**config.mk**
```make
export PLATFORM = sky130hd
export DESIGN_NAME = hdw_blend
export DESIGN_NICKNAME = d
export VERILOG_FILES = /design/src/design/hdw_pkg.sv /design/src/design/hdw_blend.sv
export SDC_FILE = /design/constraint.sdc
export NUM_CORES = 2
export LEC_CHECK = 0
export ABC_AREA = 1
export BUFFER_PORTS_ARGS = -buffer_cell sky130_fd_sc_hd__buf_2
export CAP_MARGIN = 10
export CORE_MARGIN = 4
export CORE_UTILIZATION = 65
export DETAILED_ROUTE_END_ITERATION = 16
export PLACE_DENSITY = 0.88
export SETUP_SLACK_MARGIN = 0.05
export SLEW_MARGIN = 30
export SYNTH_ARGS = -nofsm -noshare
export SYNTH_HDL_FRONTEND = slang
export SYNTH_SLANG_ARGS = --single-unit
```
**constraint.sdc**
```tcl
create_clock -name vclk -period 10.19
set_input_delay 0.5095 -clock vclk [all_inputs]
set_output_delay 0.5095 -clock vclk [all_outputs]
set_load 0.01 [all_outputs]
```
**src/design/hdw_pkg.sv**
```systemverilog
package hdw_pkg;

  // Sizing of the row store and of one sample.
  localparam int MAX_WIDTH    = 1024;
  localparam int MAX_CHANNELS = 4;
  localparam int SAMPLE_BITS  = 16;

  localparam int NUM_LANES = 4;
  localparam int ADDR_W    = $clog2(MAX_WIDTH);
  localparam int COL_W     = 10;
  localparam int CH_W      = 16;
  localparam int REF_W     = 16;
  localparam int WORD_W    = REF_W + NUM_LANES * SAMPLE_BITS;

  // Register field widths.
  localparam int RW_W = 11;
  localparam int CC_W = 3;
  localparam int MS_W = 16;

  // APB port.
  localparam int PADDR_W = 5;
  localparam int PDATA_W = 32;

  // Shift arithmetic: (ref - 32768) * max_shift, then Q8 pixel positions.
  localparam int DIFF_W  = REF_W + 1;
  localparam int PROD_W  = DIFF_W + MS_W + 1;
  localparam int SHIFT_W = PROD_W - 12;
  localparam int POS_W   = 16;
  localparam int FRAC_W  = 8;

  localparam logic ACTION_LOAD = 1'b0;
  localparam logic ACTION_EMIT = 1'b1;

  localparam logic [RW_W-1:0] ROW_WIDTH_RST     = RW_W'(1024);
  localparam logic [CC_W-1:0] CHANNEL_COUNT_RST = CC_W'(4);
  localparam logic [MS_W-1:0] MAX_SHIFT_RST     = '0;
  localparam logic            ALPHA_WARP_RST    = 1'b0;
  localparam logic            SMOOTH_RST        = 1'b1;

  typedef enum logic [2:0] {
    REG_ROW_WIDTH     = 3'd0,
    REG_CHANNEL_COUNT = 3'd1,
    REG_MAX_SHIFT     = 3'd2,
    REG_ALPHA_WARP    = 3'd3,
    REG_SMOOTH        = 3'd4
  } reg_idx_t;

  typedef struct packed {
    logic              action;
    logic [COL_W-1:0]  column;
    logic [CH_W-1:0]   in_ch0;
    logic [CH_W-1:0]   in_ch1;
    logic [CH_W-1:0]   in_ch2;
    logic [CH_W-1:0]   in_ch3;
    logic [REF_W-1:0]  ref_level;
  } in_req_t;

  typedef struct packed {
    logic [CH_W-1:0]   out_ch0;
    logic [CH_W-1:0]   out_ch1;
    logic [CH_W-1:0]   out_ch2;
    logic [CH_W-1:0]   out_ch3;
    logic [COL_W-1:0]  out_column;
  } out_res_t;

  typedef struct packed {
    logic [RW_W-1:0] row_width;
    logic [CC_W-1:0] channel_count;
    logic [MS_W-1:0] max_shift;
    logic            alpha_warp;
    logic            smooth;
  } cfg_t;

  typedef struct packed {
    logic [ADDR_W-1:0] lo;
    logic [ADDR_W-1:0] hi;
    logic [FRAC_W-1:0] frac;
  } pos_t;

endpackage

```
**src/design/hdw_blend.sv**
```systemverilog
module hdw_blend (
  input  logic [hdw_pkg::WORD_W-1:0]      word_a,
  input  logic [hdw_pkg::WORD_W-1:0]      word_b,
  input  logic [hdw_pkg::SAMPLE_BITS-1:0] alpha,
  input  logic [hdw_pkg::FRAC_W-1:0]      frac,
  input  hdw_pkg::cfg_t                   cfg,
  output logic [hdw_pkg::NUM_LANES-1:0][hdw_pkg::CH_W-1:0] samples
);
  import hdw_pkg::*;

  localparam int SB    = SAMPLE_BITS;
  localparam int DF_W  = SB + 1;
  localparam int MUL_W = DF_W + FRAC_W + 1;
  localparam int ACC_W = MUL_W + 1;

  logic [CC_W-1:0] nch;

  always_comb begin
    if (cfg.channel_count == '0) begin
      nch = CC_W'(1);
    end else if (int'(cfg.channel_count) > MAX_CHANNELS) begin
      nch = CC_W'(MAX_CHANNELS);
    end else begin
      nch = cfg.channel_count;
    end
  end

  for (genvar c = 0; c < NUM_LANES; c++) begin : g_lane
    logic [SB-1:0]           a;
    logic [SB-1:0]           b;
    logic signed [DF_W-1:0]  df;
    logic signed [MUL_W-1:0] mul;
    logic signed [ACC_W-1:0] acc;
    logic [SB-1:0]           mix;

    assign a = word_a[c*SB +: SB];
    assign b = word_b[c*SB +: SB];
    // a*(256-f) + b*f + 128 written as a*256 + (b-a)*f + 128.
    assign df  = $signed({1'b0, b}) - $signed({1'b0, a});
    assign mul = MUL_W'(df * $signed({1'b0, frac}));
    assign acc = $signed(ACC_W'({a, {FRAC_W{1'b0}}})) + ACC_W'(mul) + ACC_W'(128);
    assign mix = acc[FRAC_W +: SB];

    always_comb begin
      if (CC_W'(c) >= nch) begin
        samples[c] = '0;
      end else if (c == NUM_LANES - 1 && !cfg.alpha_warp) begin
        samples[c] = CH_W'(alpha);
      end else begin
        samples[c] = CH_W'(mix);
      end
    end
  end

endmodule

```
-- Word-level counts from Yosys, hierarchy flattened
Index checks and enable logic that the tools add are counted.
- mux-type cells: 7
- reductions and logical operators: 1
- magnitude comparators: 5
- multipliers: 4
- add/sub/neg operators: 12
- operators with widths (cell ; number):
    adder 24 bit ; 4
    adder 24 x 9 -> 24 bit (second input constant) ; 4
    multiplier 17 x 9 -> 24 bit ; 4
    2-to-1 mux 16 bit ; 5
    subtractor 16 x 16 -> 17 bit ; 4
    >= comparator 1 x 3 -> 1 bit (first input constant) ; 2
    >= comparator 2 x 3 -> 1 bit (first input constant) ; 2
    2-to-1 mux 3 bit ; 2
    > comparator 3 bit (second input constant) ; 1
    zero test 3 bit ; 1
- register bits: 0
- output and inout bits: 64
- logic and storage cells: 29

-- Depth between registers and ports, before layout
- depth after elaboration: 6
- mapped depth: 36
- depth with buffers taken out: 36

-- Worst setup path before layout
No wires, ideal clock.
- path type: input port to output port
- start: input word_b[48] (netlist bit)
- end: output samples[61] (netlist bit)
- arrival time: 5927 ps
- data required time: 9681 ps
- path buffers: 0
- path slack: 3754 ps
- cell stages on the path: 32
- path through: inv_1 -> ha_1 -> fa_1 -> o21ai_2 -> nand3_2 -> nand2_4 -> a21oi_4 -> o21ai_4 -> xor2_2 -> nand2_1 -> fa_1 -> inv_1 -> fa_1 -> fa_1 -> fa_1 -> inv_1 -> fa_1 -> inv_1 -> ha_1 -> nand2_1 -> nor2_1 -> and2_1 -> nand2_1 -> nand2_1 -> nand2_1 -> nand2_1 -> nand2_1 -> nand2_1 -> nand2_1 -> nand3_1 -> nand2_1 -> inv_1
- RTL lines (what ; line ; RTL):
    from (decl) ; hdw_blend.sv:3 ; input logic [hdw_pkg::WORD_W-1:0] word_b,
    to (decl) ; hdw_blend.sv:7 ; output logic [hdw_pkg::NUM_LANES-1:0][hdw_pkg::CH_W-1:0] samples

==> flow_metrics.tcl <==
set metrics [dict create \
    wl_mm 59.8 \
    crit_top_cell "nand2_1" \
    std_cell_rows 69 \
    nFlopsAndLatches 0 \
    hold_class "in -> out" \
    seqCellArea_sq_um 0 \
    cts_resized 0 \
    critPathRequiredTime_ns 9.68 \
    dp_hpwl_mm 52.3 \
    post-route-min-period_ns 7.35 \
    yosysTopAreaCell "fa_1" \
    synth_top_area_share_pct 40.2 \
    timing.fmax_mhz 136 \
    viasPerCell 5.41 \
    yosys_warnings 0 \
    die_h_um 199 \
    fin_crit_sh_pct 72.1 \
    slowest_stage "fa_1" \
    path_class "in -> out" \
    max_cap_viol_count 0 \
    syn_inst 3303 \
    grt_start_max_net_pins 64 \
    cp.arrival_ns 6.84 \
    crit_family "adder cells" \
    overflow 0 \
    port_buffers 220 \
    post-synth-top-count-cell "inv_1" \
    routabilityCongestion 0.980 \
    critPathBufInv 6 \
    drt_first_pass_iters 9 \
    status "complete, no violations" \
    setup_tns_ns 0 \
    synthDistinctLibCells 54 \
    slew_viol_final 0 \
    syn_area_sq_mm 0.0237 \
    ys_seq_area_share_pct 0 \
    grt_pass1_wl_mm 101 \
    cts_setup_buffers 0 \
    setup_viol 0 \
    yosys-top-cells-count "848 x inv_1, 590 x nand2_1, 476 x fa_1, 446 x nor2_1, 236 x ha_1" \
    synthTopCellsByArea "fa_1 40%, inv_1 13%, ha_1 12%, nand2_1 9.4%, nor2_1 7.1%" \
    routedWlPerCell_um 15.2 \
    antenna_found_initial 1 \
    critPathCaptureType "output pin" \
    start_kind "input pin" \
    antenna_left 0 \
    max_slew_margin_pct 41.1 \
    cts_hold_buf 0 \
    nets 4400 \
    die_w_um 199 \
    ios 280 \
    syn-num-nets 4231 \
    design.die.area_sq_mm 0.0395 \
    grt_use_total_pct 30.8 \
    fin_hold_ws_ns 1.32 \
    core_area_sq_mm 0.0357 \
    worst_pin_slew_ns 0.883 \
    insertedDiodeCount 0 \
    syn_to_final_growth_pct 6.37 \
    drc 0 \
    slowest_delay_ns 0.55 \
    clock_buffers 0 \
    cp_max_fo 6 \
    hold_viol 0 \
    vias 21268 \
    initial_core_util_pct 66.2 \
    syn_avg_cell_area_sq_um 7.17 \
    rsz0062_at_grt "false" \
    grt_pass1_vias 22109 \
    drtIter0Drc 1153 \
    layout-drive-gt1-share_pct 9.16 \
]
==> metal layers <==
layer  wire (um)  GRT usage, %
met1       22600          37.0
met2       31200          57.7
met3        3530          2.85
met4        2400          10.7
met5           0             0
==> final cells by class <==
type               instances  area [sq um]
fillers                 3027         10600
repair buffers           230          1180
multi-input cells       2375         20200
well taps                461           577
inverters                865          3250
==> logic make-up after synthesis <==
logic type | after synthesis | synth area share (%)
buffers and inverters | 928 | 14.8
and+or+nand+nor | 1329 | 23.4
adders and majority gates | 712 | 52.7
AOI/OAI and AO/OA | 261 | 6.34
xor gates and xnor gates | 73 | 2.83
==> layout by cell type (no fill, tap or decap), drive strengths merged, types with 2 or more instances in the layout <==
cell type / count
o2111ai: 2
ha: 236
a21oi: 147
a211oi: 3
a21o: 10
xnor2: 30
o21ai: 60
inv: 864
o21a: 6
nand4: 18
xor2: 43
o21bai: 19
fa: 476
nor3: 25
nand3b: 9
a31oi: 2
nor2: 449
o31ai: 4
o211ai: 5
buf: 230
and2: 3
or2: 32
nor4: 5
nand2: 604
nand3: 182
==> path summary, 6_finish.rpt <==
kind                  startpoint          end  slack, ns  depth (start not counted)
worst max-delay path  word_b[32]  samples[45]       2.84                         28
worst min-delay path    alpha[1]  samples[49]       1.32                          4
==> stage by stage <==
stage | cells | setup slack [ns] | area (sq um) | utilization, %
6_report | 3931 | 2.84 | 25200 | 70.5
5_1_grt | 3931 | 2.43 | 25200 | 70.5
4_1_cts | 3931 | 2.84 | 25200 | 70.5
3_5_place_dp | 3931 | 2.85 | 25200 | 70.5
3_3_place_gp | 3931 | 2.99 | 25200 | 70.5
2_1_floorplan | 3303 | 3.75 | 23700 | -
Power is not shown: default switching activity piles up to over one toggle a cycle in this logic, so the estimate is an artifact.
