==> src/design/hdw_pkg.sv <==
package hdw_pkg;

  // Sizing of the row store and of one sample.
  localparam int MAX_WIDTH    = 1024;
  localparam int MAX_CHANNELS = 4;
  localparam int SAMPLE_BITS  = 16;

  localparam int NUM_LANES = 4;
  localparam int ADDR_W    = $clog2(MAX_WIDTH);
  localparam int COL_W     = 10;
  localparam int CH_W      = 16;
  localparam int REF_W     = 16;
  localparam int WORD_W    = REF_W + NUM_LANES * SAMPLE_BITS;

  // Register field widths.
  localparam int RW_W = 11;
  localparam int CC_W = 3;
  localparam int MS_W = 16;

  // APB port.
  localparam int PADDR_W = 5;
  localparam int PDATA_W = 32;

  // Shift arithmetic: (ref - 32768) * max_shift, then Q8 pixel positions.
  localparam int DIFF_W  = REF_W + 1;
  localparam int PROD_W  = DIFF_W + MS_W + 1;
  localparam int SHIFT_W = PROD_W - 12;
  localparam int POS_W   = 16;
  localparam int FRAC_W  = 8;

  localparam logic ACTION_LOAD = 1'b0;
  localparam logic ACTION_EMIT = 1'b1;

  localparam logic [RW_W-1:0] ROW_WIDTH_RST     = RW_W'(1024);
  localparam logic [CC_W-1:0] CHANNEL_COUNT_RST = CC_W'(4);
  localparam logic [MS_W-1:0] MAX_SHIFT_RST     = '0;
  localparam logic            ALPHA_WARP_RST    = 1'b0;
  localparam logic            SMOOTH_RST        = 1'b1;

  typedef enum logic [2:0] {
    REG_ROW_WIDTH     = 3'd0,
    REG_CHANNEL_COUNT = 3'd1,
    REG_MAX_SHIFT     = 3'd2,
    REG_ALPHA_WARP    = 3'd3,
    REG_SMOOTH        = 3'd4
  } reg_idx_t;

  typedef struct packed {
    logic              action;
    logic [COL_W-1:0]  column;
    logic [CH_W-1:0]   in_ch0;
    logic [CH_W-1:0]   in_ch1;
    logic [CH_W-1:0]   in_ch2;
    logic [CH_W-1:0]   in_ch3;
    logic [REF_W-1:0]  ref_level;
  } in_req_t;

  typedef struct packed {
    logic [CH_W-1:0]   out_ch0;
    logic [CH_W-1:0]   out_ch1;
    logic [CH_W-1:0]   out_ch2;
    logic [CH_W-1:0]   out_ch3;
    logic [COL_W-1:0]  out_column;
  } out_res_t;

  typedef struct packed {
    logic [RW_W-1:0] row_width;
    logic [CC_W-1:0] channel_count;
    logic [MS_W-1:0] max_shift;
    logic            alpha_warp;
    logic            smooth;
  } cfg_t;

  typedef struct packed {
    logic [ADDR_W-1:0] lo;
    logic [ADDR_W-1:0] hi;
    logic [FRAC_W-1:0] frac;
  } pos_t;

endpackage

==> src/design/hdw_pos.sv <==
module hdw_pos (
  input  logic signed [hdw_pkg::PROD_W-1:0] prod,
  input  logic [hdw_pkg::COL_W-1:0]         col,
  input  hdw_pkg::cfg_t                     cfg,
  output hdw_pkg::pos_t                     pos
);
  import hdw_pkg::*;

  localparam int RND_W = SHIFT_W + 1;
  localparam int IDX_W = RND_W - FRAC_W;

  logic signed [SHIFT_W-1:0] shift;
  logic signed [RND_W-1:0]   rnd;
  logic signed [IDX_W-1:0]   step;
  logic [FRAC_W-1:0]         frac;
  logic signed [POS_W-1:0]   lo_s;
  logic signed [POS_W-1:0]   hi_s;
  logic signed [POS_W-1:0]   w;

  // Arithmetic right shifts give floor division for negative shifts.
  assign shift = SHIFT_W'(prod >>> 12);
  assign rnd   = cfg.smooth ? RND_W'(shift) : RND_W'(shift) + RND_W'(128);
  assign step  = IDX_W'(rnd >>> FRAC_W);
  assign frac  = cfg.smooth ? shift[FRAC_W-1:0] : '0;

  assign lo_s = $signed({{(POS_W-COL_W){1'b0}}, col}) + POS_W'(step);
  assign hi_s = lo_s + POS_W'(frac != '0);

  always_comb begin
    if (cfg.row_width == '0) begin
      w = POS_W'(1);
    end else if (POS_W'(cfg.row_width) > POS_W'(MAX_WIDTH)) begin
      w = POS_W'(MAX_WIDTH);
    end else begin
      w = POS_W'(cfg.row_width);
    end
  end

  function automatic logic [ADDR_W-1:0] clamp(input logic signed [POS_W-1:0] p,
                                              input logic signed [POS_W-1:0] lim);
    logic [ADDR_W-1:0] r;
    if (p < 0) begin
      r = '0;
    end else if (p >= lim) begin
      r = ADDR_W'(lim - POS_W'(1));
    end else begin
      r = ADDR_W'(p);
    end
    return r;
  endfunction

  assign pos.lo   = clamp(lo_s, w);
  assign pos.hi   = clamp(hi_s, w);
  assign pos.frac = frac;

endmodule

==> config.mk <==
export PLATFORM = sky130hd
export DESIGN_NAME = hdw_pos
export DESIGN_NICKNAME = d
export VERILOG_FILES = /design/src/design/hdw_pkg.sv /design/src/design/hdw_pos.sv
export SDC_FILE = /design/constraint.sdc
export NUM_CORES = 1
export LEC_CHECK = 0
export ABC_AREA = 1
export BUFFER_PORTS_ARGS = -buffer_cell sky130_fd_sc_hd__buf_2
export CAP_MARGIN = 20
export CORE_AREA = 3 3 116 118
export DETAILED_ROUTE_END_ITERATION = 16
export DIE_AREA = 0 0 119 121
export GPL_TIMING_DRIVEN = 0
export PLACE_DENSITY = 0.52
export SETUP_SLACK_MARGIN = 0.3
export SLEW_MARGIN = 20
export SYNTH_ARGS = -nofsm -noshare
export SYNTH_HDL_FRONTEND = slang
export SYNTH_SLANG_ARGS = --single-unit
==> constraint.sdc <==
create_clock -name vclk -period 4
set_input_delay 0.2 -clock vclk [all_inputs]
set_output_delay 0.2 -clock vclk [all_outputs]
set_load 0.01 [all_outputs]
# ---- Word level (Yosys, flattened, before mapping)
# Cells that the tools add are included.
dict set report word_totals {
  ff_bits 0
  inputBits 76
  out_inout_bits 28
  elab_cells 19
}
dict set report classes {
  add_sub_neg 4
  n_lt_le_gt_ge 5
  mux 8
  reduce_logical 2
}
# operator n
set ops {}
lappend ops {{two-way mux 10 bit} 4}
lappend ops {{>= comparator 16 x 12 -> 1 bit} 2}
lappend ops {{less-than comparator 16 x 1 -> 1 bit, second input constant} 2}
lappend ops {{adder 22 x 9 -> 23 bit, second input constant} 1}
lappend ops {{two-way mux 23 bit} 1}
lappend ops {{two-way mux 11 bit} 2}
lappend ops {{adder 11 x 15 -> 16 bit} 1}
lappend ops {{adder 16 x 1 -> 16 bit} 1}
lappend ops {{> comparator 11 bit, second input constant} 1}
lappend ops {{logical NOT 11 bit} 1}
lappend ops {{subtractor 10 x 2 -> 10 bit, second input constant} 1}
lappend ops {{two-way mux 8 bit} 1}
lappend ops {{nonzero test 8 bit} 1}

# ---- Longest topological paths before layout
dict set report depth {
  ltp_word 7
  ltp_mapped 29
  depth_no_buf 29
}

# ---- Worst setup path after synthesis
# OpenSTA, ideal clock, no wires.
dict set report synth_path {
  path_kind {in2out}
  start {input prod[19] in the netlist's numbering}
  end {output pos[10] in the netlist's numbering}
  arrival_ns 3.589
  required_time_ns 3.800
  path_slack_ns 0.211
  cell_stages 26
  path_buffers 0
  path_cell_list {ha_1 -> nand2_1 -> nand2_1 -> ha_1 -> fa_1 -> ha_1 -> inv_1 -> nor2_1 -> nand3_2 -> nor2_1 -> xnor2_1 -> inv_1 -> ha_1 -> nand2_1 -> nor2_1 -> nor3_1 -> nand3_1 -> nand3_1 -> nand2_1 -> nand2_1 -> nand2_1 -> nor2_1 -> nand4_4 -> nand2_1 -> nor2_1 -> nor2_1}
}
# item line_no
set synth_lines {}
lappend synth_lines {{start: declaration} hdw_pos.sv:2} ;# input logic signed [hdw_pkg::PROD_W-1:0] prod,
lappend synth_lines {{end: declaration} hdw_pos.sv:5} ;# output hdw_pkg::pos_t pos

==> reports/metrics.cfg <==
[run_status]
status = finished, violations left
violations = setup timing

[floorplanning]
die_height_microns = 121
num_io_pins = 104
die_w_microns = 119
start_util_pct = 24.5
design.core.area_sq_um = 12600
rows = 41
dieArea_sq_um = 14400

[route]
drt_wl_total_mm = 10.0
drtIter0Drc = 134
final_antenna_net_count = 0
first_pass_iters = 4
viasPerCell = 4.34
vias = 3725
wl_per_cell_microns = 11.7
drc = 0

[critical_path]
worstPathArrival_ns = 3.84
cp.required_ns = 3.80
worst-setup-path-type = input port to output pin
startpoint_type = input port
worst-path-max-fanout = 5
cp-end-kind = output pin

[global_route]
grt_max_degree = 11
grt_pass1_wl_mm = 16.6
antenna_found_initial = 0
grtUsageTotal_pct = 13.5
grt.overflow.total = 0
first_global_vias = 3494

[cells_and_area]
layout.area.seq_sq_um = 0
seq_cells = 0
layout-drive-gt1-share_pct = 45.6
nets = 803
antennaDiodeCount = 0
clockBufferCount = 0
fillers = 1374
area_delta_synth_final_pct = 56.4

[synth]
synth_area_leader_cell = nand2_1
ys_top_cells_by_area = nand2_1 19%, ha_1 15%, inv_1 11%
netlist.area_leader.share_pct = 19.5
synth_cell_type_count = 36
syn_avg_cell_area_sq_um = 5.46
postSynthCellCount = 565
ys_warn_count = 0
netlist_area_sq_um = 3080
ys_seq_area_share_pct = 0
synth_fp_nets = 680
synthTopCellsByCount = 160 x nand2_1, 90 x inv_1, 71 x nor2_1
synth.most_common_cell = nand2_1

[sta]
worstMarginPinSlew_ns = 0.663
min_period_ns = 4.04
finalHoldViolCount = 0
finalWorstSetupSlack_ns = -0.0393
rsz0062_at_grt = true
slew_viol_final = 0
tns_ns = -0.231
max_freq_mhz = 248
period_share_pct = 101
setup_viol = 8
relSlewSlack_pct = 55.7

[place]
hpwl_mm = 7.80
port_buffers = 72
gp_congestion = 0.872
pre_cts_slack_ns = -0.476

[flow_run]
drv_cap = 0

[power_and_ir_drop]
power.density_nw_per_um2 = 177
sw_frac_of_total_pct = 57.4
power.share.combinational_pct = 100.0
p_clk_share_pct = 0
max-vdd-ir-drop_mv = 0.0525
intPower_uw = 365
seq_power_share_pct = 0
power_uw = 856
leakage_nw = 2.53
switching_power_uw = 491

[clock_network]
cts_hold_buf = 0

[worst_hold_path]
hold_path.class = input port to output pin

[layer usage]
metal / global-route usage (%) / vias to the layer above / wire length, microns
met5: 0 / - / 0
met4: 1.01 / 0 / 94
met3: 0.513 / 8 / 350
met2: 22.8 / 84 / 4560
met1: 19.9 / 1606 / 5000
li1: - / 2027 / -
[power groups by stage]
stage                     Clock [mW]  Sequential [mW]  Combinational [mW]
after CTS                          0                0               0.731
after global placement             0                0               0.596
after global routing               0                0               0.957
final                              0                0               0.856
after detailed placement           0                0               0.596
after floorplan                    0                0               0.443
[worst paths after layout]
path              slack [ns]      from  depth (start not counted)  endpoint
setup / recovery       -0.04  prod[20]                         28   pos[10]
hold / removal          0.70  prod[16]                          4    pos[4]
[logic make-up after synthesis]
group | share of synthesized area [%]
simple gates | 56.8
buf+inv | 13.9
xor+xnor | 5.96
fa+ha+maj | 16.1
compound gates | 7.26
[placed cells by master, fill, tap and decap left out, drive strengths merged, types with 6 or more instances in the layout]
master | netlist | final
a21oi | 21 | 21
buf | 2 | 120
ha | 38 | 38
inv | 103 | 103
nand2 | 191 | 191
nand3 | 60 | 60
nand4 | 16 | 17
nor2 | 80 | 80
nor3 | 6 | 6
o21ai | 14 | 14
xnor2 | 6 | 6
xor2 | 15 | 15
[final cells by class]
| cell class | count | area [sq um] | share of cell area [%] |
|---|---|---|---|
| plain buffers | 3 | 41.3 | 0.856 |
| repair buffers | 119 | 782 | 16.2 |
| inverters | 107 | 407 | 8.43 |
| repair inverters | 1 | 7.51 | 0.156 |
| well taps | 172 | 215 | 4.46 |
| multi-input cells | 456 | 3370 | 69.9 |
[critical path: stages]
cell and delay (ns):
buf_8 0.10, ha_4 0.23, nand2_4 0.07, nand2_4 0.05, ha_4 0.16, fa_2 0.62
ha_4 0.15, inv_2 0.04, nor2_4 0.10, nand3_2 0.08, nor2_2 0.12, xnor2_1 0.13
inv_1 0.11, ha_4 0.25, nand4_1 0.10, nor2_2 0.06, nor3_2 0.19, nand3_2 0.11
nand3_2 0.08, nand2_2 0.06, nand2_1 0.08, nand2_2 0.07, nor2_4 0.14, nand4_4 0.16
nand2_2 0.13, nor2_2 0.04, nor2_2 0.06, buf_2 0.13
[timing repair]
item / in CTS / in global routing
gates cloned: 4 / 0
endpoints found under the setup margin: 20 / 20
gates resized for setup: 77 / 99
pin swaps: 58 / 52
buffers inserted: 34 / 11
[stage by stage]
step,instances,cell area (sq um),util [%],hold slack [ns]
2_1_floorplan,565,3100,-,0.505
3_3_place_gp,809,3680,29.3,0.690
3_5_place_dp,809,3680,29.3,0.695
4_1_cts,847,4290,34.2,0.705
5_1_grt,858,4820,38.4,0.738
6_report,858,4820,38.4,0.699
(Power assumes the default switching activity.)
