<file path="src/design/hdw_ram.sv">
module hdw_ram #(
  parameter int WIDTH = 8,
  parameter int DEPTH = 16
) (
  input  logic                     clk,
  input  logic                     we,
  input  logic [$clog2(DEPTH)-1:0] waddr,
  input  logic [WIDTH-1:0]         wdata,
  input  logic                     re_a,
  input  logic [$clog2(DEPTH)-1:0] raddr_a,
  output logic [WIDTH-1:0]         rdata_a,
  input  logic                     re_b,
  input  logic [$clog2(DEPTH)-1:0] raddr_b,
  output logic [WIDTH-1:0]         rdata_b
);

  logic [WIDTH-1:0] mem [DEPTH];

  always_ff @(posedge clk) begin
    if (we) begin
      mem[waddr] <= wdata;
    end
    if (re_a) begin
      rdata_a <= mem[raddr_a];
    end
    if (re_b) begin
      rdata_b <= mem[raddr_b];
    end
  end

endmodule

</file>
<file path="config.mk">
export PLATFORM = sky130hd
export DESIGN_NAME = hdw_ram
export DESIGN_NICKNAME = d
export VERILOG_FILES = /design/src/design/hdw_ram.sv
export SDC_FILE = /design/constraint.sdc
export NUM_CORES = 1
export LEC_CHECK = 0
export BUFFER_PORTS_ARGS = -buffer_cell sky130_fd_sc_hd__buf_2
export CAP_MARGIN = 20
export CORE_ASPECT_RATIO = 1.75
export CORE_UTILIZATION = 63
export CTS_BUF_LIST = sky130_fd_sc_hd__clkbuf_2 sky130_fd_sc_hd__clkbuf_4 sky130_fd_sc_hd__clkbuf_8
export CTS_CLUSTER_SIZE = 20
export DETAILED_ROUTE_END_ITERATION = 12
export PLACE_DENSITY_LB_ADDON = 0.2
export SETUP_SLACK_MARGIN = 0.2
export SKIP_LAST_GASP = 1
export SLEW_MARGIN = 40
export SYNTH_ARGS = -nofsm -noshare
export SYNTH_HDL_FRONTEND = slang
export SYNTH_SLANG_ARGS = --single-unit
</file>
<file path="constraint.sdc">
create_clock -name clk -period 1.8 [get_ports clk]
set_input_delay 0.09 -clock clk [delete_from_list [all_inputs] [get_ports clk]]
set_output_delay 0.09 -clock clk [all_outputs]
set_load 0.01 [all_outputs]
</file>
; Word level (Yosys, flattened, before mapping)
; Memories as Yosys holds them, arrays and structs flattened. A register that Yosys moved wholly into a read port is not among the register bits.
; Cells that the tools add are included.
[word_totals]
out_inout_bits = 16
ram_bits = 128
wordCells = 3
regBits = 0
in_bits = 24
mem_count = 1
[mem_list]
columns = memory, depth, word_bits, rd, rd_ports_with_merged_regs, wr, line
row1 = mem, 16, 8, 2, 2, 1, 17  ; logic [WIDTH-1:0] mem [DEPTH];
[classes]
n_mux = 2
[op_table]
columns = cell, n
row1 = two-way mux 1 bit, 2

; Depth between registers and ports, before layout
; Gate-level depths: netlist of the first run.
[depth]
depth_word = 2
depth_mapped = 5
mapped_depth_nobuf = 3

; Least setup slack after synthesis of the first run
; Ideal clock, no wire load.
[synth_timing]
path_type = input-to-reg
startpoint = input waddr[2]
endpoint = memory mem[0][0], enable pin
path_stages = 2
path_slack_ps = 217
n_path_buf = 0
setup_time_ps = 383
required_time_ps = 1417
arrival_time_ps = 1200
path_cell_list = or3b_2 > nor3_1
[synth_rtl]
columns = element, line
row1 = from (decl), 7  ; input logic [$clog2(DEPTH)-1:0] waddr,
row2 = to (decl), 17
; No word-level cell before the write port.

==> results of run 1 <==
-- what timing repair did --
item                                    in CTS  in global routing
buffers inserted                             0                  0
endpoints found under the setup margin       0                  4
resized for setup                            0                  4
endpoints found under the hold margin        3                  0
hold buffers                                 1                  0
-- cell usage after synthesis, drive strengths merged --
| cell type | number |
|---|---|
| nand3 | 1 |
| a22oi | 32 |
| or3b | 1 |
| nand2 | 17 |
| clkdlybuf4s25 | 6 |
| and2b | 2 |
| nand3b | 2 |
| nand2b | 2 |
| buf | 14 |
| nor2b | 2 |
| edfxtp | 144 |
| nor3 | 4 |
| nor2 | 14 |
| and2 | 2 |
| mux4 | 64 |
-- metal layers --
layer,up-vias,track usage (%)
met4,0,12.7
met5,-,0
met2,209,51.0
met3,42,6.31
met1,1803,35.9
li1,1489,-
-- worst max-delay path: cells and delay by family (launching register included) --
family / cells / cell delay, ns
multiplexers: 1 / 0.63
flip-flops: 1 / 0.39
AO/OA/AOI/OAI: 1 / 0.20
AND/OR/NAND/NOR: 1 / 0.09
-- area by class of cell --
| class | instances | area [um^2] | share of cell area, % |
|---|---|---|---|
| repair buffers | 70 | 505 | 6.81 |
| flip-flops and latches | 144 | 4320 | 58.3 |
| clock inverters | 14 | 173 | 2.33 |
| well taps | 125 | 156 | 2.11 |
| clock buffers | 17 | 234 | 3.15 |
| multi-input cells | 143 | 2030 | 27.3 |
-- stage by stage --
step	util [%]	hold slack, ns
floorplan	-	0.189
global placement	70.1	0.453
global route	74.4	0.00811
finish	74.4	0.0120
CTS	74.2	0.00756
detailed placement	70.1	0.464
-- cell families (layout without fill, tap and decap cells) --
family / Yosys count / count (layout) / share of synthesized area [%]
AND/OR/NAND/NOR: 47 / 47 / 3.35
buffers and inverters: 20 / 101 / 2.65
flip-flops: 144 / 144 / 66.5
AO/OA/AOI/OAI: 32 / 32 / 3.69
multiplexers: 64 / 64 / 23.8
-- worst paths after layout --
check / cells past startpoint / slack [ns] / endpoint
worst max-delay path: 3 / 0.25 / rdata_b[7]
worst min-delay path: 1 / 0.01 / rdata_a[1]
worst max register to register: 3 / 0.25 / rdata_b[7]
worst min register to register: 3 / 0.78 / rdata_b[2]
-- state kept, by name (all words and copies together) (netlist names) --
name,flops
mem,128
rdata_a,8
rdata_b,8
-- power by group --
group          total [mW]  switching, mW  internal, mW
clock                2.62           1.14          1.47
combinational       0.589          0.310         0.279
sequential           3.83         0.0343          3.79
total                7.03           1.49          5.54
==> flow_summary_export.csv, run 1 <==
group,metric,value,unit
timing,max_freq,644,MHz
clock_network,cts_tree,"done",
flow_run,cap_violations,0,
global_routing,grt_pass1_wl,21500,um
logic_synthesis,netlist_instances,307,
logic_synthesis,ys_ff_latch,144,
logic_synthesis,syn_nets,331,
cells_and_area,num-fill-cells,601,
logic_synthesis,ys_top_cells_by_area,"edfxtp_1, mux4_2, mux4_1",
timing,tns,0,ns
global_routing,grt_max_degree,32,
routing,wl_per_cell,27.6,um
clock_network,cts_inserted_buffers,17,
logic_synthesis,syn-cell-area,6510,um^2
cells_and_area,final_cell_count_no_fill,513,
floorplanning,start_util,65.3,%
setup_path,worstPathMaxFanout,2,
setup_path,reg2reg_from,"mem[3][7]",
setup_path,cp_cell_sequence,"mux4_4, a22oi_2, nand2_1",
routing,routed_wl,14200,um
pwr,finalPower,7.03,mW
hold_path,hold_class,"in -> reg",
global_routing,gr-total-overflow,0,
clock_network,clk_pin_slew,0.08,ns
logic_synthesis,netlist.top_cell.by_area,"edfxtp_1",
routing,firstDrtPassIters,5,
routing,wl_met2,7700,um
setup_path,cpPeakStageDelay,0.63,ns
setup_path,cp_slowest_cell,"mux4_4",
placement,preCtsSetupSlack,0.0805,ns
clock_network,clock-sinks,144,
placement,gp_congestion,0.815,
clock_network,cts_root_buffer,"clkbuf_8",
pwr,ir_drop,0.000607,V
floorplanning,io_pins,40,
timing,slew_headroom,65.1,%
setup_path,crit_type,"reg -> reg",
floorplanning,dieArea,10800,um^2
cells_and_area,num_antenna_cells,0,
placement,io_buffers,39,
pwr,power.density,948,nW/um^2
hold_path,worstHoldStart,"re_a",
routing,highest_layer,"met4",
setup_path,arrival,1.74,ns
cells_and_area,final_cell_mix,"edfxtp_1, buf_2, mux4_2",
logic_synthesis,avgSynthCellArea,21.2,um^2
routing,drt-met1-wl,5120,um
setup_path,critPathLaunch,"mem[3][7]",
pwr,power.leakage,2.58,nW
floorplanning,row_count,48,
timing,finClkSkew,0.0118,ns
outcome,status,"completed",
setup_path,startpoint_type,"flip-flop",
routing,wl_met3,837,um
routing,post-route-drc-count,0,
routing,num_vias,3543,
timing,worst_pin_slew,0.519,ns
routing,ant_nets,0,
timing,post-route-period-util,86.2,%
routing,via_per_inst,6.91,
clock_network,cts.htree.levels,4,
timing,finalWorstSetupSlack,0.248,ns
placement,placed_area,6990,um^2
logic_synthesis,netlist.area_leader.share,66.5,%
global_routing,grt_antenna_before_repair,0,
timing,final-setup-viol-count,0,
placement,dp_cells,481,
cells_and_area,drive_gt1_share,35.6,%
cells_and_area,final_nets,400,
setup_path,end_kind,"flip-flop",
global_routing,grtUsageTotal,29.5,%
timing,rsz0062_at_grt,"true",
setup_path,worstPathRequired,1.99,ns
clock_network,clk_path_buf_depth,2,
clock_network,clk_latency,0.45,ns
routing,drt_iter0_markers,286,
placement,dpl.hpwl,10100,um
timing,slew_viol_final,0,
global_routing,first_global_vias,3586,
cells_and_area,area_growth,14.1,%
floorplanning,design.core.area,9970,um^2
cells_and_area,final_common_cell,"edfxtp_1",
logic_synthesis,yosys_warnings,0,
floorplanning,die_width,78.8,um
logic_synthesis,synth_cell_types,19,
timing,post-route-min-period,1.55,ns
timing,hold_viol_final,0,
logic_synthesis,synth.yosys.seq_area_share,66.5,%
cells_and_area,design_area,7420,um^2
floorplanning,die_y,136,um
(Power assumes the default switching activity.)
==> inputs of run 2 (changes only) <==
- REMOVE_ABC_BUFFERS: default -> 1
- clock period: 1.8 -> 1.5 ns (I/O delays scaled with it)
==> flow_summary_export.csv, run 2 (synthesis gave the netlist of run 1 again) <==
group,metric,value,unit
setup_path,arrival,1.72,ns
clock_network,cts.htree.levels,4,
placement,gp_congestion,0.839,
global_routing,gr-total-overflow,0,
global_routing,grtUsageTotal,27.9,%
clock_network,clk_pin_slew,0.08,ns
timing,finalWorstSetupSlack,-0.0327,ns
timing,max_freq,652,MHz
clock_network,clk_latency,0.44,ns
outcome,violations,"negative setup slack",
timing,slew_viol_final,0,
flow_run,cap_violations,0,
global_routing,grt_max_degree,24,
routing,num_vias,3495,
cells_and_area,area_growth,14.5,%
timing,finClkSkew,0.00654,ns
floorplanning,die_width,78.8,um
pwr,ir_drop,0.000808,V
clock_network,cts_root_buffer,"clkbuf_8",
cells_and_area,finalCoreUtilization,74.7,%
clock_network,clk_path_buf_depth,2,
pwr,power.density,1110,nW/um^2
floorplanning,design.core.area,9970,um^2
global_routing,first_global_vias,3562,
floorplanning,die_y,136,um
timing,hold_viol_final,0,
floorplanning,row_count,48,
global_routing,grt_antenna_before_repair,0,
routing,post-route-drc-count,0,
timing,worst_pin_slew,0.783,ns
timing,rsz0062_at_grt,"true",
routing,routed_wl,13700,um
cells_and_area,num-fill-cells,603,
placement,dp_cells,484,
global_routing,grt_pass1_wl,20500,um
floorplanning,dieArea,10800,um^2
setup_path,startpoint_type,"flip-flop",
floorplanning,io_pins,40,
cells_and_area,top_regs,"mem x128, rdata_a x8, rdata_b x8",
clock_network,cts_tree,"done",
setup_path,r2r_setup_slack,-0.03,ns
cells_and_area,largest_reg_flops,128,
routing,via_per_inst,6.76,
cells_and_area,final_cell_count_no_fill,517,
cells_and_area,num_antenna_cells,0,
cells_and_area,drive_gt1_share,43.4,%
hold_path,hold_class,"in -> reg",
setup_path,worstPathRequired,1.69,ns
clock_network,clock-sinks,144,
clock_network,cts_inserted_buffers,17,
pwr,power.leakage,2.50,nW
cells_and_area,final_nets,403,
placement,io_buffers,39,
timing,post-route-period-util,102,%
cells_and_area,final_cell_mix,"edfxtp_1, mux4_2, buf_2",
cells_and_area,max_flop_register,"mem",
placement,dpl.hpwl,9570,um
timing,slew_headroom,47.6,%
timing,post-route-min-period,1.53,ns
routing,drt_iter0_markers,309,
setup_path,worstPathMaxFanout,2,
floorplanning,start_util,65.3,%
cells_and_area,final_common_cell,"edfxtp_1",
routing,firstDrtPassIters,5,
routing,ant_nets,0,
setup_path,end_kind,"flip-flop",
timing,final-setup-viol-count,4,
outcome,status,"complete, but fails checks",
setup_path,crit_type,"reg -> reg",
routing,wl_per_cell,26.5,um
==> run 2: cell types whose count changed in the layout (fill, tap and decap cells not counted), moves of 2 or more <==
| cell | delta |
|---|---|
| bufinv_16 | -2 |
| a22oi_1 | -9 |
| clkinv_2 | -3 |
| a22oi_2 | +9 |
| clkinv_1 | -2 |
| clkinvlp_4 | +7 |
| mux4_1 | -16 |
| mux4_2 | +16 |
| buf_12 | +3 |
==> run 2: metrics by stage <==
stage | total power, mW | setup slack [ns] | hold slack (ns) | cell area [um^2] | setup TNS (ns)
after global placement | 5.36 | -0.149 | 0.446 | 7050 | -1.23
after floorplan | 5.00 | -0.0679 | 0.174 | 6330 | -0.543
after global routing | 8.47 | -0.0865 | 0.00146 | 7450 | -0.353
after CTS | 8.27 | -0.0452 | 0.000682 | 7450 | -0.113
final | 8.24 | -0.0327 | 0.0181 | 7450 | -0.0972
after detailed placement | 5.39 | -0.165 | 0.448 | 7050 | -1.50
==> run 2: routing by layer <==
layer	vias up	global-route usage (%)	part of all wire (%)
met5	-	0	0
met4	0	14.0	4.0
met3	34	5.57	5.5
met2	165	47.1	53
met1	1811	34.2	37
li1	1485	-	-
==> run 2: worst max-delay path: stages (launching register included) <==
cell,delay (ns)
edfxtp_1,0.41
mux4_1,0.55
a22oi_2,0.24
nand2_1,0.08
==> run 2: cell type report <==
cell class                 count  area (um^2)  share of cell area [%]
clock buffer                  18          241                    3.24
timing repair buffer          73          566                    7.59
sequential                   144         4320                    58.1
clock inverter                14          143                    1.92
tap                          125          156                    2.10
multi-input combinational    143         2020                    27.1
==> run 2: repair_timing <==
| action | CTS | global route |
|---|---|---|
| resized for setup | 23 | 6 |
| endpoints found under the setup margin | 16 | 16 |
| hold buffers | 1 | 0 |
| hold endpoints to repair | 8 | 0 |
| buffers inserted | 0 | 0 |
| pin swaps | 16 | 2 |
==> run 2: report_power, final <==
part | switching [mW] | internal (mW)
clock network | 1.42 | 1.48
registers | 0.0415 | 4.55
logic | 0.384 | 0.363
total | 1.85 | 6.39
==> run 2: path summary, 6_finish.rpt <==
path / to / cells past startpoint / from
worst max-delay path: rdata_b[2] / 3 / mem[1][2]
worst min-delay path: rdata_b[2] / 1 / re_b
worst max register to register: rdata_b[2] / 3 / mem[1][2]
worst min register to register: rdata_b[4] / 3 / mem[12][4]
