`config.mk`:
```
export PLATFORM = sky130hd
export DESIGN_NAME = hdw_cfg
export DESIGN_NICKNAME = d
export VERILOG_FILES = /design/src/design/hdw_pkg.sv /design/src/design/hdw_cfg.sv
export SDC_FILE = /design/constraint.sdc
export NUM_CORES = 1
export LEC_CHECK = 0
export ABC_CLOCK_PERIOD_IN_PS = 3200
export BUFFER_PORTS_ARGS = -buffer_cell sky130_fd_sc_hd__clkbuf_2
export CAP_MARGIN = 20
export CORE_ASPECT_RATIO = 0.7
export CORE_UTILIZATION = 28
export DETAILED_ROUTE_END_ITERATION = 12
export GPL_TIMING_DRIVEN = 0
export PLACE_DENSITY = 0.54
export SETUP_SLACK_MARGIN = 0.2
export SLEW_MARGIN = 15
export SYNTH_ARGS = -nofsm -noshare
export SYNTH_HDL_FRONTEND = slang
export SYNTH_SLANG_ARGS = --single-unit
```
`constraint.sdc`:
```
create_clock -name clk -period 3.2 [get_ports clk]
set_input_delay 0.16 -clock clk [delete_from_list [all_inputs] [get_ports clk]]
set_output_delay 0.16 -clock clk [all_outputs]
set_load 0.05 [all_outputs]
```
`src/design/hdw_pkg.sv`:
```
package hdw_pkg;

  // Sizing of the row store and of one sample.
  localparam int MAX_WIDTH    = 1024;
  localparam int MAX_CHANNELS = 4;
  localparam int SAMPLE_BITS  = 16;

  localparam int NUM_LANES = 4;
  localparam int ADDR_W    = $clog2(MAX_WIDTH);
  localparam int COL_W     = 10;
  localparam int CH_W      = 16;
  localparam int REF_W     = 16;
  localparam int WORD_W    = REF_W + NUM_LANES * SAMPLE_BITS;

  // Register field widths.
  localparam int RW_W = 11;
  localparam int CC_W = 3;
  localparam int MS_W = 16;

  // APB port.
  localparam int PADDR_W = 5;
  localparam int PDATA_W = 32;

  // Shift arithmetic: (ref - 32768) * max_shift, then Q8 pixel positions.
  localparam int DIFF_W  = REF_W + 1;
  localparam int PROD_W  = DIFF_W + MS_W + 1;
  localparam int SHIFT_W = PROD_W - 12;
  localparam int POS_W   = 16;
  localparam int FRAC_W  = 8;

  localparam logic ACTION_LOAD = 1'b0;
  localparam logic ACTION_EMIT = 1'b1;

  localparam logic [RW_W-1:0] ROW_WIDTH_RST     = RW_W'(1024);
  localparam logic [CC_W-1:0] CHANNEL_COUNT_RST = CC_W'(4);
  localparam logic [MS_W-1:0] MAX_SHIFT_RST     = '0;
  localparam logic            ALPHA_WARP_RST    = 1'b0;
  localparam logic            SMOOTH_RST        = 1'b1;

  typedef enum logic [2:0] {
    REG_ROW_WIDTH     = 3'd0,
    REG_CHANNEL_COUNT = 3'd1,
    REG_MAX_SHIFT     = 3'd2,
    REG_ALPHA_WARP    = 3'd3,
    REG_SMOOTH        = 3'd4
  } reg_idx_t;

  typedef struct packed {
    logic              action;
    logic [COL_W-1:0]  column;
    logic [CH_W-1:0]   in_ch0;
    logic [CH_W-1:0]   in_ch1;
    logic [CH_W-1:0]   in_ch2;
    logic [CH_W-1:0]   in_ch3;
    logic [REF_W-1:0]  ref_level;
  } in_req_t;

  typedef struct packed {
    logic [CH_W-1:0]   out_ch0;
    logic [CH_W-1:0]   out_ch1;
    logic [CH_W-1:0]   out_ch2;
    logic [CH_W-1:0]   out_ch3;
    logic [COL_W-1:0]  out_column;
  } out_res_t;

  typedef struct packed {
    logic [RW_W-1:0] row_width;
    logic [CC_W-1:0] channel_count;
    logic [MS_W-1:0] max_shift;
    logic            alpha_warp;
    logic            smooth;
  } cfg_t;

  typedef struct packed {
    logic [ADDR_W-1:0] lo;
    logic [ADDR_W-1:0] hi;
    logic [FRAC_W-1:0] frac;
  } pos_t;

endpackage

```
`src/design/hdw_cfg.sv`:
```
module hdw_cfg (
  input  logic                         clk,
  input  logic                         rst_n,
  input  logic                         psel,
  input  logic                         penable,
  input  logic                         pwrite,
  input  logic [hdw_pkg::PADDR_W-1:0]  paddr,
  input  logic [hdw_pkg::PDATA_W-1:0]  pwdata,
  output logic [hdw_pkg::PDATA_W-1:0]  prdata,
  output logic                         pready,
  output hdw_pkg::cfg_t                cfg
);
  import hdw_pkg::*;

  logic [RW_W-1:0] row_width_r;
  logic [CC_W-1:0] channel_count_r;
  logic [MS_W-1:0] max_shift_r;
  logic            alpha_warp_r;
  logic            smooth_r;
  logic            wr_en;
  reg_idx_t        idx;

  assign pready = 1'b1;
  assign wr_en  = psel & penable & pwrite & pready;
  assign idx    = reg_idx_t'(paddr[PADDR_W-1:2]);

  always_ff @(posedge clk) begin
    if (!rst_n) begin
      row_width_r     <= ROW_WIDTH_RST;
      channel_count_r <= CHANNEL_COUNT_RST;
      max_shift_r     <= MAX_SHIFT_RST;
      alpha_warp_r    <= ALPHA_WARP_RST;
      smooth_r        <= SMOOTH_RST;
    end else if (wr_en) begin
      case (idx)
        REG_ROW_WIDTH:     row_width_r     <= pwdata[RW_W-1:0];
        REG_CHANNEL_COUNT: channel_count_r <= pwdata[CC_W-1:0];
        REG_MAX_SHIFT:     max_shift_r     <= pwdata[MS_W-1:0];
        REG_ALPHA_WARP:    alpha_warp_r    <= pwdata[0];
        REG_SMOOTH:        smooth_r        <= pwdata[0];
        default: ;
      endcase
    end
  end

  always_comb begin
    case (idx)
      REG_ROW_WIDTH:     prdata = PDATA_W'(row_width_r);
      REG_CHANNEL_COUNT: prdata = PDATA_W'(channel_count_r);
      REG_MAX_SHIFT:     prdata = PDATA_W'(max_shift_r);
      REG_ALPHA_WARP:    prdata = PDATA_W'(alpha_warp_r);
      REG_SMOOTH:        prdata = PDATA_W'(smooth_r);
      default:           prdata = '0;
    endcase
  end

  assign cfg.row_width     = row_width_r;
  assign cfg.channel_count = channel_count_r;
  assign cfg.max_shift     = max_shift_r;
  assign cfg.alpha_warp    = alpha_warp_r;
  assign cfg.smooth        = smooth_r;

endmodule

```
# Yosys cells after proc, flatten, opt, wreduce, memory -nomap -nowiden
# Index checks and enable logic that the tools add are counted.
[totals]
reg_bits = 32
in_bits = 42
output_inout_bits = 65
wordCells = 18
[op_classes]
n_eq_ne = 4
n_mux = 1
bitwise = 2
n_reduce_logical = 6
[op_table]
columns = ["cell", "count"]
rows = [
  ["$pmux W16 S5", 1],
  ["$reduce_and A2 Y1", 5],
  ["$eq A3 B2 Y1 const B", 2],
  ["$eq A3 B1 Y1 const B", 1],
  ["$eq A3 B3 Y1 const B", 1],
  ["$logic_not A3 Y1", 1],
  ["$and A1 B1 Y1", 2],
]

# Longest topological paths before layout
[logic_depth]
word_depth = 3
depth_mapped = 6
ltp_nobuf = 3

# Worst setup path before layout
# OpenSTA, ideal clock, no wires.
[synth_path]
kind = "reg-to-output"
from = "reg max_shift_r[1]"
to = "out prdata[1] (netlist name)"
arrival_ps = 1824
required_ps = 3040
slack_ps = 1216
path_stages_with_launch = 4
path_buffers = 0
path_cell_list = "dfxtp_1 > mux2i_1 > or2_2 > a21oi_1"
[synth_between]
elab_chain_len = 1
[synth_lines]
columns = ["item", "line_no", "text"]
rows = [
  ["start: declaration", "hdw_cfg.sv:17", "logic [MS_W-1:0] max_shift_r;"],
  ["start signal: assignment", "hdw_cfg.sv:38", "REG_MAX_SHIFT: max_shift_r <= pwdata[MS_W-1:0];"],
  ["$pmux W16 S5", "hdw_cfg.sv:47", "case (idx)"],
  ["end: declaration", "hdw_cfg.sv:9", "output logic [hdw_pkg::PDATA_W-1:0] prdata,"],
]
# Every way passes these cells.

# Final worst setup path
[layout_path]
from = "in paddr[2] (netlist name)"
to = "out prdata[5] (netlist name)"
[layout_between]
elab_chain_len = 2
word_cells_on_any_way = 6
classes_between = "eq/ne (4); mux (1); reduce/logical (1)"
[layout_lines]
columns = ["item", "line_no", "text"]
rows = [
  ["start: declaration", "hdw_cfg.sv:7", "input logic [hdw_pkg::PADDR_W-1:0] paddr,"],
  ["$eq A3 B3 Y1, or another cell as far along", "hdw_cfg.sv:47", ""],
  ["$pmux W16 S5 (*)", "hdw_cfg.sv:47", ""],
]
# Every way passes the cells marked *; elsewhere a longest branch is shown, timed or not.

==> metrics.md <==
| Metric | Value |
|---|---|
| Status | `finished clean` |
| Starting Density | `slightly below 30%` |
| CTS H-tree lvls | `2` |
| Vias in the first global route | `~1200` |
| Reg clk slew, reported paths | `around 0.06 ns` |
| Setup_tns | `0 ns` |
| Grt total ovfl | `0` |
| CTS Sinks | `32` |
| Fmax | `~600 MHz` |
| Slew HR | `a little over three fifths` |
| Pin count of the biggest net entering global routing | `11` |
| Die height | `roughly 68 um` |
| CP top delay family | `buffers and inverters` |
| DRC | `0` |
| Share of cells above drive strength 1 | `a little under two fifths` |
| Post-synthesis cell type count | `24` |
| Final instance area | `2290 um2` |
| P_leak | `1.17 nW` |
| Area delta synth->final | `33.4%` |
| Vias per cell | `about 4.2` |
| Antenna violations before repair | `0` |
| YS warnings | `0` |
| Syn Inst Count | `between 150 and 200` |
| Final Max Slew Viols | `0` |
| Routability Congestion | `approximately 0.75` |
| Arr. time, crit path | `1.50 ns` |
| Cells after DPL | `approximately 350` |
| Worst EP required | `roughly 3.0 ns` |
| Worst Hold Launch | `pwdata[11]` |
| CP Cell Sequence | `clkbuf_2 -> clkbuf_1 -> or2_2 -> clkbuf_1 -> nor2_1 -> clkbuf_2` |
| Final wirelength | `4390 um` |
| Hold Buf Count CTS | `0` |
| Setup bufs post-CTS | `0` |
| All-Layer GR Usage | `between 10% and 20%` |
| CP max stage cell | `or2_2` |
| Post-CTS Resized | `0` |
| Final hold slack | `between 0.1 and 0.15 ns` |
| Slowest cell delay on critical path | `0.34 ns` |
| Port bufs | `approximately 70` |
| DRT antenna net count | `0` |
| Hpwl dp | `3360 um` |
| DR WL/cell | `around 12 um` |
| First-pass GRT wire length | `6270 um` |
| Ports | `around 110` |
| Core Rows | `23` |
| CP startpoint | `paddr[2]` |
| Worst-path maximum fanout | `10` |
| Via count | `1512` |
| Die Area | `6460 um2` |
| Nets | `328` |
| Final cell count without fillers | `about 360` |
| Initial DRC Count | `42` |
| Skew final | `0 ns` |
| Clk_lat worst skew | `between 0.2 and 0.3 ns` |
| Final Setup Violations | `0` |
| WP buf/inv | `4` |
| FILL cells | `between 600 and 700` |
| Syn Area/Cell | `about 8.8 um2` |
| Max cap viols | `0` |
| VDD IR max | `0.159 mV` |
| Yosys reg bits | `32` |
| CP endpoint kind | `primary output` |
| Overall power | `around 0.84 mW` |
| Hold Vio Cnt, Final | `0` |
| CTS max path bufs | `2` |
| Multi-input gate area | `897 um2` |
| Tcrit/Tclk final | `about half` |
| Pwr dens | `369 nW/um2` |
| Startpoint class of the critical path | `input pin` |
| Core area | `around 5800 um2` |
| Seq/Total Area, Yosys | `between 30% and 40%` |
| Worst slew pin tran | `approximately 0.56 ns` |
| Setup CP Type | `in -> out` |
| Type of the most critical hold path | `in -> reg` |
| Diode count | `0` |
| Fin crit period | `about 1.7 ns` |
| Placed Area | `between 2000 and 2500 um2` |
| Cell area after synthesis | `1720 um2` |
| Cts bufs inserted | `5` |
| Unrepaired setup endpoints after global routing | `no` |
| Drt first pass iters | `4` |
| Reg2reg start | `smooth_r` |
| FF/Latch Area | `between 600 and 700 um2` |
| Die width | `about 96 um` |
| CTS tree | `yes` |
| Clk root buf | `clkbuf_8` |
-- area by class of cell --
| class | count | area share, % |
|---|---|---|
| Sequential cell | 32 | 28.0 |
| Timing Repair Buffer | 69 | 15.1 |
| Inverter | 2 | 0.328 |
| Clock inverter | 1 | 0.218 |
| Buffer | 32 | 9.99 |
| Clock buffer | 6 | 3.17 |
| Tap cell | 75 | 4.10 |
| Multi-Input combinational cell | 144 | 39.2 |
-- flip-flops by register name, indices dropped and copies added, names as in the netlist --
signal           cells
smooth_r             1
alpha_warp_r         1
channel_count_r      3
max_shift_r         16
row_width_r         11
-- worst reg2reg max path: cells and delay by family (launching register included) --
kind	cells	cell delay [ns]
AO/OA/AOI/OAI	2	0.20
flip-flops	1	0.33
-- logic make-up (layout without fill, tap and decap cells) --
logic type / Yosys count / after routing / share of synthesized area (%)
multiplexers: 41 / 41 / 23.9
flip-flops: 32 / 32 / 37.3
AO/OA/AOI/OAI: 10 / 10 / 3.79
other: 2 / 17 / 0.437
buffers and inverters: 34 / 110 / 13.8
AND/OR/NAND/NOR: 76 / 76 / 20.8
-- final timing paths --
check	endpoint	slack, ns	cells past startpoint
hold reg to reg	max_shift_r[6]	0.47	2
setup / recovery	prdata[5]	1.54	6
hold / removal	max_shift_r[11]	0.11	3
setup reg to reg	smooth_r	2.52	2
-- cells in the mapped netlist --
cell / instances / area share [%]
o31a_1: 1 / 0.51
nor3b_2: 2 / 1.5
or2_2: 4 / 1.5
buf_4: 20 / 8.7
nand4b_4: 1 / 1.4
o311ai_0: 1 / 0.51
conb_1: 2 / 0.44
a21oi_1: 2 / 0.58
buf_6: 2 / 1.3
o211ai_1: 2 / 0.87
or2_1: 1 / 0.36
and3_1: 5 / 1.8
o31ai_1: 1 / 0.44
clkbuf_1: 7 / 1.5
o21ai_0: 3 / 0.87
dfxtp_1: 32 / 37
buf_2: 2 / 0.58
nor2_1: 11 / 2.4
mux2i_1: 41 / 24
buf_12: 1 / 1.2
nand4_1: 1 / 0.36
nor2b_1: 3 / 1.1
nand2_1: 48 / 10
inv_1: 2 / 0.44
-- stage by stage --
step,setup WS [ns],util (%)
2_1_floorplan,1.22,-
3_3_place_gp,1.51,38.1
3_5_place_dp,1.51,38.1
4_1_cts,1.51,39.4
5_1_grt,1.38,39.4
6_report,1.54,39.4
-- report_power, final --
group | internal, mW | leakage, nW | switching [mW]
registers | 0.401 | 0.258 | 0.00235
clock network | 0.148 | 0.0410 | 0.139
logic | 0.0460 | 0.866 | 0.108
total | 0.595 | 1.17 | 0.250
-- cell usage in the layout, fill, tap and decap left out, types with 5 or more instances in the layout --
| cell | instances |
|---|---|
| and3_1 | 5 |
| mux2i_1 | 41 |
| conb_1 | 17 |
| nor2_1 | 11 |
| dfxtp_1 | 32 |
| nand2_1 | 48 |
| clkbuf_1 | 8 |
| clkbuf_2 | 69 |
| buf_4 | 20 |
| clkbuf_8 | 5 |
-- layer usage --
layer / part of all wire [%] / global-route usage (%)
met1: 51 / 19.3
met2: 42 / 19.6
met3: 6.5 / 3.72
met4: 0.43 / 3.92
met5: 0 / 0
(Power assumes the default switching activity.)
